[config.mk]
export PLATFORM = sky130hd
export DESIGN_NAME = cruise_throttle_stepper_flat
export DESIGN_NICKNAME = d
export VERILOG_FILES = /design/src/cts_pkg.sv /design/src/cts_if.sv /design/src/cruise_throttle_stepper.sv /design/src/cts_cfg_regs.sv /design/src/cts_speed_conv.sv /design/src/cts_ctrl.sv /design/src/flat_wrapper.sv
export SDC_FILE = /design/constraint.sdc
export NUM_CORES = 1
export LEC_CHECK = 0
export BUFFER_PORTS_ARGS = -buffer_cell sky130_fd_sc_hd__buf_2
export CORE_ASPECT_RATIO = 1.5
export CORE_MARGIN = 1
export CORE_UTILIZATION = 55
export CTS_BUF_LIST = sky130_fd_sc_hd__clkbuf_2 sky130_fd_sc_hd__clkbuf_4 sky130_fd_sc_hd__clkbuf_8
export DETAILED_ROUTE_END_ITERATION = 6
export PLACE_DENSITY = 0.74
export SKIP_LAST_GASP = 1
export SYNTH_ARGS = -nofsm -noshare
export SYNTH_HDL_FRONTEND = slang
export SYNTH_SLANG_ARGS = --single-unit
[constraint.sdc]
create_clock -name clk -period 14.8 [get_ports clk]
set_clock_uncertainty 0.2 [all_clocks]
set_input_delay 2.96 -clock clk [delete_from_list [all_inputs] [get_ports clk]]
set_output_delay 2.96 -clock clk [all_outputs]
set_load 0.01 [all_outputs]
[src/cts_pkg.sv]
`timescale 1ns / 1ps
// ----------------------------------------------------------------------------
// cts_pkg: shared types and constants of the cruise throttle stepper
// Field widths, register indexes, button codes, reset values and the
// constants of the speed conversion.
// ----------------------------------------------------------------------------
package cts_pkg;

	// Field widths
	localparam int SampleW = 10;
	localparam int BtnW    = 5;
	localparam int SpeedW  = 9;
	localparam int WidthW  = 12;
	localparam int StepW   = 4;
	localparam int DutyW   = 8;

	// Configuration port
	localparam int CfgIdxW  = 3;
	localparam int CfgDataW = 12;

	// Register indexes
	localparam logic [CfgIdxW-1:0] REG_THR_MIN    = 3'd0;
	localparam logic [CfgIdxW-1:0] REG_THR_MAX    = 3'd1;
	localparam logic [CfgIdxW-1:0] REG_THR_STEP   = 3'd2;
	localparam logic [CfgIdxW-1:0] REG_THR_CENTER = 3'd3;
	localparam logic [CfgIdxW-1:0] REG_THR_BRAKE  = 3'd4;

	// Register reset values
	localparam logic [WidthW-1:0] RstThrMin    = 12'd80;
	localparam logic [WidthW-1:0] RstThrMax    = 12'd260;
	localparam logic [StepW-1:0]  RstThrStep   = 4'd2;
	localparam logic [WidthW-1:0] RstThrCenter = 12'd188;
	localparam logic [WidthW-1:0] RstThrBrake  = 12'd60;

	// Loop state reset value of the throttle width
	localparam logic [WidthW-1:0] RstWidth = 12'd188;

	// Button snapshot codes (single buttons) and the brake bit
	localparam int                BtnCentreBit = 4;
	localparam logic [BtnW-1:0]   BTN_UP       = 5'b01000;
	localparam logic [BtnW-1:0]   BTN_DOWN     = 5'b00010;
	localparam logic [BtnW-1:0]   BTN_RIGHT    = 5'b00001;

	// Limits
	localparam logic [SpeedW-1:0] SpeedMax = 9'd511;
	localparam logic [WidthW-1:0] WidthMax = 12'd4095;

	// Speed conversion: floor((x + 277) * 50 / 213).
	// Division by 213 is a multiply by ceil(2^24 / 213) = 78767 and a shift;
	// exact for dividends below 108240. The factor 50 is folded in.
	localparam int SumW        = SampleW + 1;
	localparam int ConvShift   = 24;
	localparam int ConvMulW    = 22;
	localparam int ProdW       = SumW + ConvMulW;
	localparam logic [SumW-1:0]     SampleOffset = 11'd277;
	localparam logic [ConvMulW-1:0] ConvMul      = 22'd3938350; // 50 * 78767

	// Configuration register set
	typedef struct packed {
		logic [WidthW-1:0] thr_min;
		logic [WidthW-1:0] thr_max;
		logic [StepW-1:0]  thr_step;
		logic [WidthW-1:0] thr_center;
		logic [WidthW-1:0] thr_brake;
	} cts_cfg_t;

	// One result item
	typedef struct packed {
		logic [WidthW-1:0] pulse_width;
		logic              enabled;
		logic              at_speed;
		logic [SpeedW-1:0] target_speed;
		logic [SpeedW-1:0] measured_speed;
		logic [DutyW-1:0]  backlight_duty;
	} cts_result_t;

endpackage

[src/cts_if.sv]
`timescale 1ns / 1ps
// ----------------------------------------------------------------------------
// cts_if: item channels of the cruise throttle stepper
// Valid/ready channels for control-pass requests and their results.
// ----------------------------------------------------------------------------

// Control-pass request channel
interface cts_req_if;
	logic                          valid;
	logic                          ready;
	logic [cts_pkg::SampleW-1:0]   speed_sample;
	logic                          button_event;
	logic [cts_pkg::BtnW-1:0]      buttons;

	modport source (output valid, speed_sample, button_event, buttons, input ready);
	modport sink   (input valid, speed_sample, button_event, buttons, output ready);
endinterface

// Result channel
interface cts_rsp_if;
	logic                          valid;
	logic                          ready;
	logic [cts_pkg::WidthW-1:0]    pulse_width;
	logic                          enabled;
	logic                          at_speed;
	logic [cts_pkg::SpeedW-1:0]    target_speed;
	logic [cts_pkg::SpeedW-1:0]    measured_speed;
	logic [cts_pkg::DutyW-1:0]     backlight_duty;

	modport source (output valid, pulse_width, enabled, at_speed, target_speed,
		measured_speed, backlight_duty, input ready);
	modport sink   (input valid, pulse_width, enabled, at_speed, target_speed,
		measured_speed, backlight_duty, output ready);
endinterface

[src/cruise_throttle_stepper.sv]
`timescale 1ns / 1ps
// Flow: the input register loads an item on acceptance, and the result register
//   loads its result when the item leaves the input register, unless rsp stalls.
// Throughput: one item per cycle unless rsp stalls; the loop state updates as each
//   item leaves the input register, so items may follow back to back.
// Reset: arst_n clears the loop state and loads the register defaults.
// ----------------------------------------------------------------------------
// cruise_throttle_stepper: cruise-control throttle loop
// One item is one control pass: speed conversion, buttons, throttle step.
// ----------------------------------------------------------------------------
module cruise_throttle_stepper (
	input  logic                          clk,
	input  logic                          arst_n,
	cts_req_if.sink                       req,
	cts_rsp_if.source                     rsp,
	input  logic                          cfg_we,
	input  logic [cts_pkg::CfgIdxW-1:0]   cfg_index,
	input  logic [cts_pkg::CfgDataW-1:0]  cfg_wdata
);

	cts_pkg::cts_cfg_t   cfg;
	cts_pkg::cts_result_t res, result_q;

	logic                          valid_s1;
	logic [cts_pkg::SampleW-1:0]   speed_sample_s1;
	logic                          button_event_s1;
	logic [cts_pkg::BtnW-1:0]      buttons_s1;
	logic                          rsp_valid_q;
	logic                          advance;
	logic [cts_pkg::SpeedW-1:0]    measured;

	// Item moves on when the result register is free or being emptied
	assign advance   = valid_s1 && (!rsp_valid_q || rsp.ready);
	assign req.ready = !valid_s1 || advance;

	// Input register
	always_ff @(posedge clk or negedge arst_n) begin
		if (!arst_n) begin
			valid_s1 <= 1'b0;
		end else if (req.ready) begin
			valid_s1 <= req.valid;
		end
	end

	always_ff @(posedge clk) begin
		if (req.ready && req.valid) begin
			speed_sample_s1 <= req.speed_sample;
			button_event_s1 <= req.button_event;
			buttons_s1      <= req.buttons;
		end
	end

	cts_cfg_regs u_cfg (
		.clk       (clk),
		.arst_n    (arst_n),
		.cfg_we    (cfg_we),
		.cfg_index (cfg_index),
		.cfg_wdata (cfg_wdata),
		.cfg       (cfg)
	);

	cts_speed_conv u_conv (
		.speed_sample   (speed_sample_s1),
		.measured_speed (measured)
	);

	cts_ctrl u_ctrl (
		.clk            (clk),
		.arst_n         (arst_n),
		.advance        (advance),
		.cfg            (cfg),
		.button_event   (button_event_s1),
		.buttons        (buttons_s1),
		.measured_speed (measured),
		.pulse_width    (res.pulse_width),
		.enabled        (res.enabled),
		.at_speed       (res.at_speed),
		.target_speed   (res.target_speed)
	);

	assign res.measured_speed = measured;
	assign res.backlight_duty = speed_sample_s1[cts_pkg::SampleW-1 -: cts_pkg::DutyW];

	// Result register
	always_ff @(posedge clk or negedge arst_n) begin
		if (!arst_n) begin
			rsp_valid_q <= 1'b0;
		end else if (advance) begin
			rsp_valid_q <= 1'b1;
		end else if (rsp.ready) begin
			rsp_valid_q <= 1'b0;
		end
	end

	always_ff @(posedge clk) begin
		if (advance)
			result_q <= res;
	end

	assign rsp.valid          = rsp_valid_q;
	assign rsp.pulse_width    = result_q.pulse_width;
	assign rsp.enabled        = result_q.enabled;
	assign rsp.at_speed       = result_q.at_speed;
	assign rsp.target_speed   = result_q.target_speed;
	assign rsp.measured_speed = result_q.measured_speed;
	assign rsp.backlight_duty = result_q.backlight_duty;

endmodule

[src/cts_cfg_regs.sv]
`timescale 1ns / 1ps
// ----------------------------------------------------------------------------
// cts_cfg_regs: configuration register file
// Five write-only throttle registers; writes beyond the last index are dropped.
// ----------------------------------------------------------------------------
module cts_cfg_regs (
	input  logic                           clk,
	input  logic                           arst_n,
	input  logic                           cfg_we,
	input  logic [cts_pkg::CfgIdxW-1:0]    cfg_index,
	input  logic [cts_pkg::CfgDataW-1:0]   cfg_wdata,
	output cts_pkg::cts_cfg_t              cfg
);

	cts_pkg::cts_cfg_t cfg_q;

	// Register writes
	always_ff @(posedge clk or negedge arst_n) begin
		if (!arst_n) begin
			cfg_q.thr_min    <= cts_pkg::RstThrMin;
			cfg_q.thr_max    <= cts_pkg::RstThrMax;
			cfg_q.thr_step   <= cts_pkg::RstThrStep;
			cfg_q.thr_center <= cts_pkg::RstThrCenter;
			cfg_q.thr_brake  <= cts_pkg::RstThrBrake;
		end else if (cfg_we) begin
			unique case (cfg_index)
				cts_pkg::REG_THR_MIN:    cfg_q.thr_min    <= cfg_wdata;
				cts_pkg::REG_THR_MAX:    cfg_q.thr_max    <= cfg_wdata;
				cts_pkg::REG_THR_STEP:   cfg_q.thr_step   <= cfg_wdata[cts_pkg::StepW-1:0];
				cts_pkg::REG_THR_CENTER: cfg_q.thr_center <= cfg_wdata;
				cts_pkg::REG_THR_BRAKE:  cfg_q.thr_brake  <= cfg_wdata;
				default: ;
			endcase
		end
	end

	assign cfg = cfg_q;

endmodule

[src/cts_speed_conv.sv]
`timescale 1ns / 1ps
// ----------------------------------------------------------------------------
// cts_speed_conv: raw sample to speed units
// floor((sample + 277) * 50 / 213) by one reciprocal multiply and a shift.
// ----------------------------------------------------------------------------
module cts_speed_conv (
	input  logic [cts_pkg::SampleW-1:0] speed_sample,
	output logic [cts_pkg::SpeedW-1:0]  measured_speed
);

	logic [cts_pkg::SumW-1:0]  sum;
	logic [cts_pkg::ProdW-1:0] prod;

	// Offset, then scale by 50/213 in fixed point
	assign sum  = {1'b0, speed_sample} + cts_pkg::SampleOffset;
	assign prod = cts_pkg::ProdW'(sum) * cts_pkg::ProdW'(cts_pkg::ConvMul);
	assign measured_speed = prod[cts_pkg::ConvShift +: cts_pkg::SpeedW];

endmodule

[src/cts_ctrl.sv]
`timescale 1ns / 1ps
// ----------------------------------------------------------------------------
// cts_ctrl: button handling and throttle stepping
// Holds the loop state and works out one control pass per advancing item.
// ----------------------------------------------------------------------------
module cts_ctrl (
	input  logic                          clk,
	input  logic                          arst_n,
	input  logic                          advance,
	input  cts_pkg::cts_cfg_t             cfg,
	input  logic                          button_event,
	input  logic [cts_pkg::BtnW-1:0]      buttons,
	input  logic [cts_pkg::SpeedW-1:0]    measured_speed,
	output logic [cts_pkg::WidthW-1:0]    pulse_width,
	output logic                          enabled,
	output logic                          at_speed,
	output logic [cts_pkg::SpeedW-1:0]    target_speed
);

	logic [cts_pkg::SpeedW-1:0] set_point_q;
	logic [cts_pkg::WidthW-1:0] width_q;
	logic                       active_q;
	logic                       captured_q;
	logic                       lamp_q;

	logic [cts_pkg::SpeedW-1:0] sp_b, sp_c;
	logic [cts_pkg::WidthW-1:0] w_b, w_c, w_n;
	logic                       act_b, lamp_b, lamp_n, cap_n;
	logic [cts_pkg::WidthW:0]   w_up;

	// Buttons act first
	always_comb begin
		sp_b   = set_point_q;
		w_b    = width_q;
		act_b  = active_q;
		lamp_b = lamp_q;
		if (button_event) begin
			if (buttons[cts_pkg::BtnCentreBit]) begin
				// brake: other buttons ignored
				w_b    = cfg.thr_brake;
				act_b  = 1'b0;
				lamp_b = 1'b0;
			end else begin
				case (buttons)
					cts_pkg::BTN_UP: begin
						if (set_point_q != cts_pkg::SpeedMax)
							sp_b = set_point_q + 1'b1;
					end
					cts_pkg::BTN_DOWN: begin
						if (set_point_q != '0)
							sp_b = set_point_q - 1'b1;
					end
					cts_pkg::BTN_RIGHT: begin
						act_b  = !active_q;
						lamp_b = active_q ? 1'b0 : lamp_q;
					end
					default: ;
				endcase
			end
		end
	end

	// Loop step: capture on first enable, then one step towards the set speed
	always_comb begin
		sp_c   = sp_b;
		w_c    = w_b;
		cap_n  = captured_q;
		lamp_n = lamp_b;
		w_n    = w_b;
		w_up   = '0;
		if (act_b) begin
			if (!captured_q) begin
				w_c   = cfg.thr_center;
				sp_c  = measured_speed;
				cap_n = 1'b1;
			end
			w_n  = w_c;
			w_up = {1'b0, w_c} + (cts_pkg::WidthW+1)'(cfg.thr_step);
			if (sp_c == measured_speed) begin
				lamp_n = 1'b1;
			end else if (sp_c < measured_speed) begin
				// too fast: close, floor at zero
				lamp_n = 1'b0;
				if (w_c > cfg.thr_min)
					w_n = (w_c > cts_pkg::WidthW'(cfg.thr_step)) ?
						w_c - cts_pkg::WidthW'(cfg.thr_step) : '0;
			end else begin
				// too slow: open, saturating
				lamp_n = 1'b0;
				if (w_c < cfg.thr_max)
					w_n = w_up[cts_pkg::WidthW] ? cts_pkg::WidthMax : w_up[cts_pkg::WidthW-1:0];
			end
		end
	end

	// Loop state
	always_ff @(posedge clk or negedge arst_n) begin
		if (!arst_n) begin
			set_point_q <= '0;
			width_q     <= cts_pkg::RstWidth;
			active_q    <= 1'b0;
			captured_q  <= 1'b0;
			lamp_q      <= 1'b0;
		end else if (advance) begin
			set_point_q <= sp_c;
			width_q     <= w_n;
			active_q    <= act_b;
			captured_q  <= cap_n;
			lamp_q      <= lamp_n;
		end
	end

	assign pulse_width  = w_n;
	assign enabled      = act_b;
	assign at_speed     = lamp_n;
	assign target_speed = sp_c;

	// Lamp only lit while the loop runs
	a_lamp_needs_active: assert property (@(posedge clk) disable iff (!arst_n)
		lamp_q |-> active_q)
		else $error("lamp lit with loop inactive");

	// A running loop has always captured its set speed
	a_active_captured: assert property (@(posedge clk) disable iff (!arst_n)
		active_q |-> captured_q)
		else $error("loop active without capture");

	// Capture is kept until reset
	a_capture_sticky: assert property (@(posedge clk) disable iff (!arst_n)
		captured_q |=> captured_q)
		else $error("capture flag cleared");

	// Brake stops the loop and puts out the lamp
	a_brake: assert property (@(posedge clk) disable iff (!arst_n)
		(advance && button_event && buttons[cts_pkg::BtnCentreBit])
		|=> (!active_q && !lamp_q && width_q == cfg.thr_brake))
		else $error("brake did not act");

endmodule

[src/flat_wrapper.sv]
// flat-port wrapper written by rule: the top's interface ports become plain ports
module cruise_throttle_stepper_flat 
  (clk, arst_n, cfg_we, cfg_index, cfg_wdata, req_valid, req_speed_sample, req_button_event, req_buttons, req_ready, rsp_valid, rsp_pulse_width, rsp_enabled, rsp_at_speed, rsp_target_speed, rsp_measured_speed, rsp_backlight_duty, rsp_ready);
  cts_req_if req_i ();
  cts_rsp_if rsp_i ();
  input  logic clk;
  input  logic arst_n;
  input  logic cfg_we;
  input  logic [cts_pkg::CfgIdxW-1:0] cfg_index;
  input  logic [cts_pkg::CfgDataW-1:0] cfg_wdata;
  input wire logic [$bits(req_i.valid)-1:0] req_valid;
  input wire logic [$bits(req_i.speed_sample)-1:0] req_speed_sample;
  input wire logic [$bits(req_i.button_event)-1:0] req_button_event;
  input wire logic [$bits(req_i.buttons)-1:0] req_buttons;
  output wire logic [$bits(req_i.ready)-1:0] req_ready;
  output wire logic [$bits(rsp_i.valid)-1:0] rsp_valid;
  output wire logic [$bits(rsp_i.pulse_width)-1:0] rsp_pulse_width;
  output wire logic [$bits(rsp_i.enabled)-1:0] rsp_enabled;
  output wire logic [$bits(rsp_i.at_speed)-1:0] rsp_at_speed;
  output wire logic [$bits(rsp_i.target_speed)-1:0] rsp_target_speed;
  output wire logic [$bits(rsp_i.measured_speed)-1:0] rsp_measured_speed;
  output wire logic [$bits(rsp_i.backlight_duty)-1:0] rsp_backlight_duty;
  input wire logic [$bits(rsp_i.ready)-1:0] rsp_ready;
  assign req_i.valid = req_valid;
  assign req_i.speed_sample = req_speed_sample;
  assign req_i.button_event = req_button_event;
  assign req_i.buttons = req_buttons;
  assign req_ready = req_i.ready;
  assign rsp_valid = rsp_i.valid;
  assign rsp_pulse_width = rsp_i.pulse_width;
  assign rsp_enabled = rsp_i.enabled;
  assign rsp_at_speed = rsp_i.at_speed;
  assign rsp_target_speed = rsp_i.target_speed;
  assign rsp_measured_speed = rsp_i.measured_speed;
  assign rsp_backlight_duty = rsp_i.backlight_duty;
  assign rsp_i.ready = rsp_ready;
  cruise_throttle_stepper u_core (.clk(clk), .arst_n(arst_n), .req(req_i), .rsp(rsp_i), .cfg_we(cfg_we), .cfg_index(cfg_index), .cfg_wdata(cfg_wdata));
endmodule
==> reports/results.ini <==
[run_status]
status = completed

[final_layout]
fill_cells = 1714
multi_input_area_um2 = 6800
final_util = 0.621
layout-drive-gt1-share = 0.169
seqCellArea_um2 = 3660
antennaDiodeCount = 0
synthToLayoutAreaGrowth_pct = 9.88
nNetsFinal = 1461

[cts]
numCtsBuffers = 17
clk_pin_slew_ns = 0.08
clkLatencyLatePin_ns = 0.47
cts_tree = yes
cts.repair.resized = 0
clock_path_buffers = 2
hold_buffers = 0
htree_levels = 4
cts_root_buffer = clkbuf_8
post_cts_buffers = 0
cts.sinks = 134

[global_route]
grt_util_all_layers = 0.277
grt_pass1_vias = 9037
grt_use_met3 = 0.0412
grt_use_met1 = 0.311
antenna_found_initial = 0
busiest_layer = met2
grt_max_degree = 79
gr-total-overflow = 0
grt_pass1_wl_mm = 44.6
use_met2 = 0.498

[critical_path]
crit_type = reg2reg
worst-endpoint-required_ns = 14.81
worstPathArrival_ns = 9.61
crit_slowest_cell = nor3_1
cpMostUsedCell = inv_1
r2r_cells = 32
critPathMaxFanout = 7
cp-start-kind = flip-flop
max_stage_delay_ns = 0.72
worst_setup_path_end_kind = flip-flop

[routing]
wl_per_cell_um = 18.3
wirelength_mm = 27.6
drcViolationCount = 0
first_iter_violations = 609
num_vias = 8889
avgViaCountPerCell = 5.91
first_pass_iters = 6
postRouteAntennaNets = 0

[timing]
fin_crit_sh = 0.649
slew_headroom = 0.264
slew_viol_final = 0
clock.fmax_mhz = 104
rsz0062_at_grt = false
setup_violations = 0
fin_setup_tns_ns = 0
period_needed_ns = 9.60
finalHoldViolCount = 0
tightest_slew_ns = 1.10

[yosys]
muxShareOfSynthArea = 0.0449
synth_cell_types = 87
syn-cell-area_um2 = 11200
synth_top_area_cell = ha_1
synth_adder_area_share = 0.245
yosys.area.top_type_share = 0.165
yosysWarnings = 0
synth_compound_gate_area_share = 0.158
synthTopCellsByCount = inv_1 (170), ha_1 (148), nand2_1 (81), nor2_1 (70), a21oi_1 (64)
syn_nets = 1390
ys_seq_area_frac = 0.326
synth_cells = 1161
synth-simple-area-share = 0.137
ys.flop_type = dfrtp_1
synth_xor_area_frac = 0.0187
ys_top_cells_by_area = ha_1 (16%), edfxtp_1 (15%), dfrtp_1 (13%)
synthArstFlopShare = 0.582
synth_edf_count = 56
yosys_register_bits = 134
synth_top_family_by_area = adder cells
syn_avg_cell_area_um2 = 9.68
synth.most_common_cell = inv_1

[min_path]
holdCritPathClass = reg2reg
whs_path_depth = 2

[floorplan]
die_h_um = 177
num_rows = 63
initial_core_util = 0.566
core_um2 = 19900
pin_count = 78
die_area_um2 = 21000
fp.dieW_um = 119

[placed_design]
numPortBuffers = 77
place.gp.congestion = 0.957
hpwl_mm = 21.5

[job]
maxCapViolations = 0

## kinds of logic after synthesis
logic type | Yosys count
XOR/XNOR | 24
buffers and inverters | 203
AO/OA/AOI/OAI | 260
AND/OR/NAND/NOR | 301
flip-flops | 134
adder cells (fa/ha/maj) | 193
multiplexers | 46
## sequential cells by signal, indices dropped and copies added, names as in the netlist
name	cells
u_core.rsp.target_speed	9
u_core.u_ctrl.width_q	12
u_core.rsp.pulse_width	12
u_core.u_cfg.cfg	52
u_core.u_ctrl.active_q	1
u_core.u_ctrl.captured_q	1
u_core.rsp.measured_speed	9
u_core.buttons_s1	5
u_core.valid_s1	1
u_core.rsp.enabled	1
u_core.rsp.valid	1
u_core.u_ctrl.lamp_q	1
u_core.rsp.at_speed	1
u_core.button_event_s1	1
u_core.rsp.backlight_duty	8
u_core.u_ctrl.set_point_q	9
u_core.speed_sample_s1	10
## per-layer routing
| metal | wire length, um | vias up | part of all wire |
|---|---|---|---|
| met1 | 11100 | 4309 | 0.40 |
| met2 | 14100 | 251 | 0.51 |
| li1 | - | 4243 | - |
| met3 | 1020 | 86 | 0.037 |
| met4 | 1380 | 0 | 0.050 |
| met5 | 0 | - | 0 |
## final cells by class
cell class                 instances  share of cell area
multi-input combinational        824               0.551
sequential                       134               0.296
clock buffer                      19              0.0202
tap                              260              0.0264
inverter                         170              0.0517
clock inverter                    13              0.0184
timing repair buffer              85              0.0363
## per-stage QoR
step           setup WS [ns]  cells  hold WS [ns]  area, um2
2_1_floorplan           6.31   1161         0.245      11200
3_3_place_gp            5.52   1473         0.265      11900
3_5_place_dp            5.27   1473         0.269      11900
4_1_cts                 5.27   1505         0.295      12300
5_1_grt                 4.63   1505         0.311      12300
6_report                5.20   1505         0.294      12300
## cells in the final DEF (no fill, tap or decap), types with 9 or more instances in the layout
master	count
a21oi_1	64
o21ai_0	54
clkbuf_8	17
inv_1	169
edfxtp_1	56
fa_1	45
mux2_2	35
nand3_1	31
a211oi_1	10
xnor2_1	16
or3_1	10
ha_1	148
buf_4	9
a21o_1	13
nor2b_1	10
nor2_1	70
nand4_1	17
nor3_1	25
o211ai_1	13
nand2_1	81
buf_2	76
dfrtp_1	59
and3_1	11
a31oi_1	13
dfstp_2	19
mux2i_1	11
## worst paths after layout
check / from / endpoint / slack, ns
worst max register to register: u_core.speed_sample_s1[0]$_DFFE_PP_ / u_core.rsp.pulse_width[2]$_DFFE_PP_ / 5.20
max in group asynchronous: arst_n / u_core.u_cfg.cfg[18]$_DFFE_PN0P_ / 11.23
worst min-delay path: u_core.u_ctrl.lamp_q$_DFFE_PN0P_ / u_core.u_ctrl.lamp_q$_DFFE_PN0P_ / 0.29
worst min register to register: u_core.u_ctrl.lamp_q$_DFFE_PN0P_ / u_core.u_ctrl.lamp_q$_DFFE_PN0P_ / 0.29
worst max-delay path: u_core.speed_sample_s1[0]$_DFFE_PP_ / u_core.rsp.pulse_width[2]$_DFFE_PP_ / 5.20
min in group asynchronous: arst_n / u_core.u_ctrl.set_point_q[3]$_DFFE_PN0P_ / 2.45
## critical path, delay by kind of cell (launching register included)
kind,cells,cell delay (ns)
xor+xnor,2,0.50
flops,1,0.48
compound gates,13,3.24
buf+inv,5,0.35
simple gates,4,1.21
fa+ha+maj,8,3.36
Power is not shown: default switching activity piles up to over one toggle a cycle in this logic, so the estimate is an artifact.
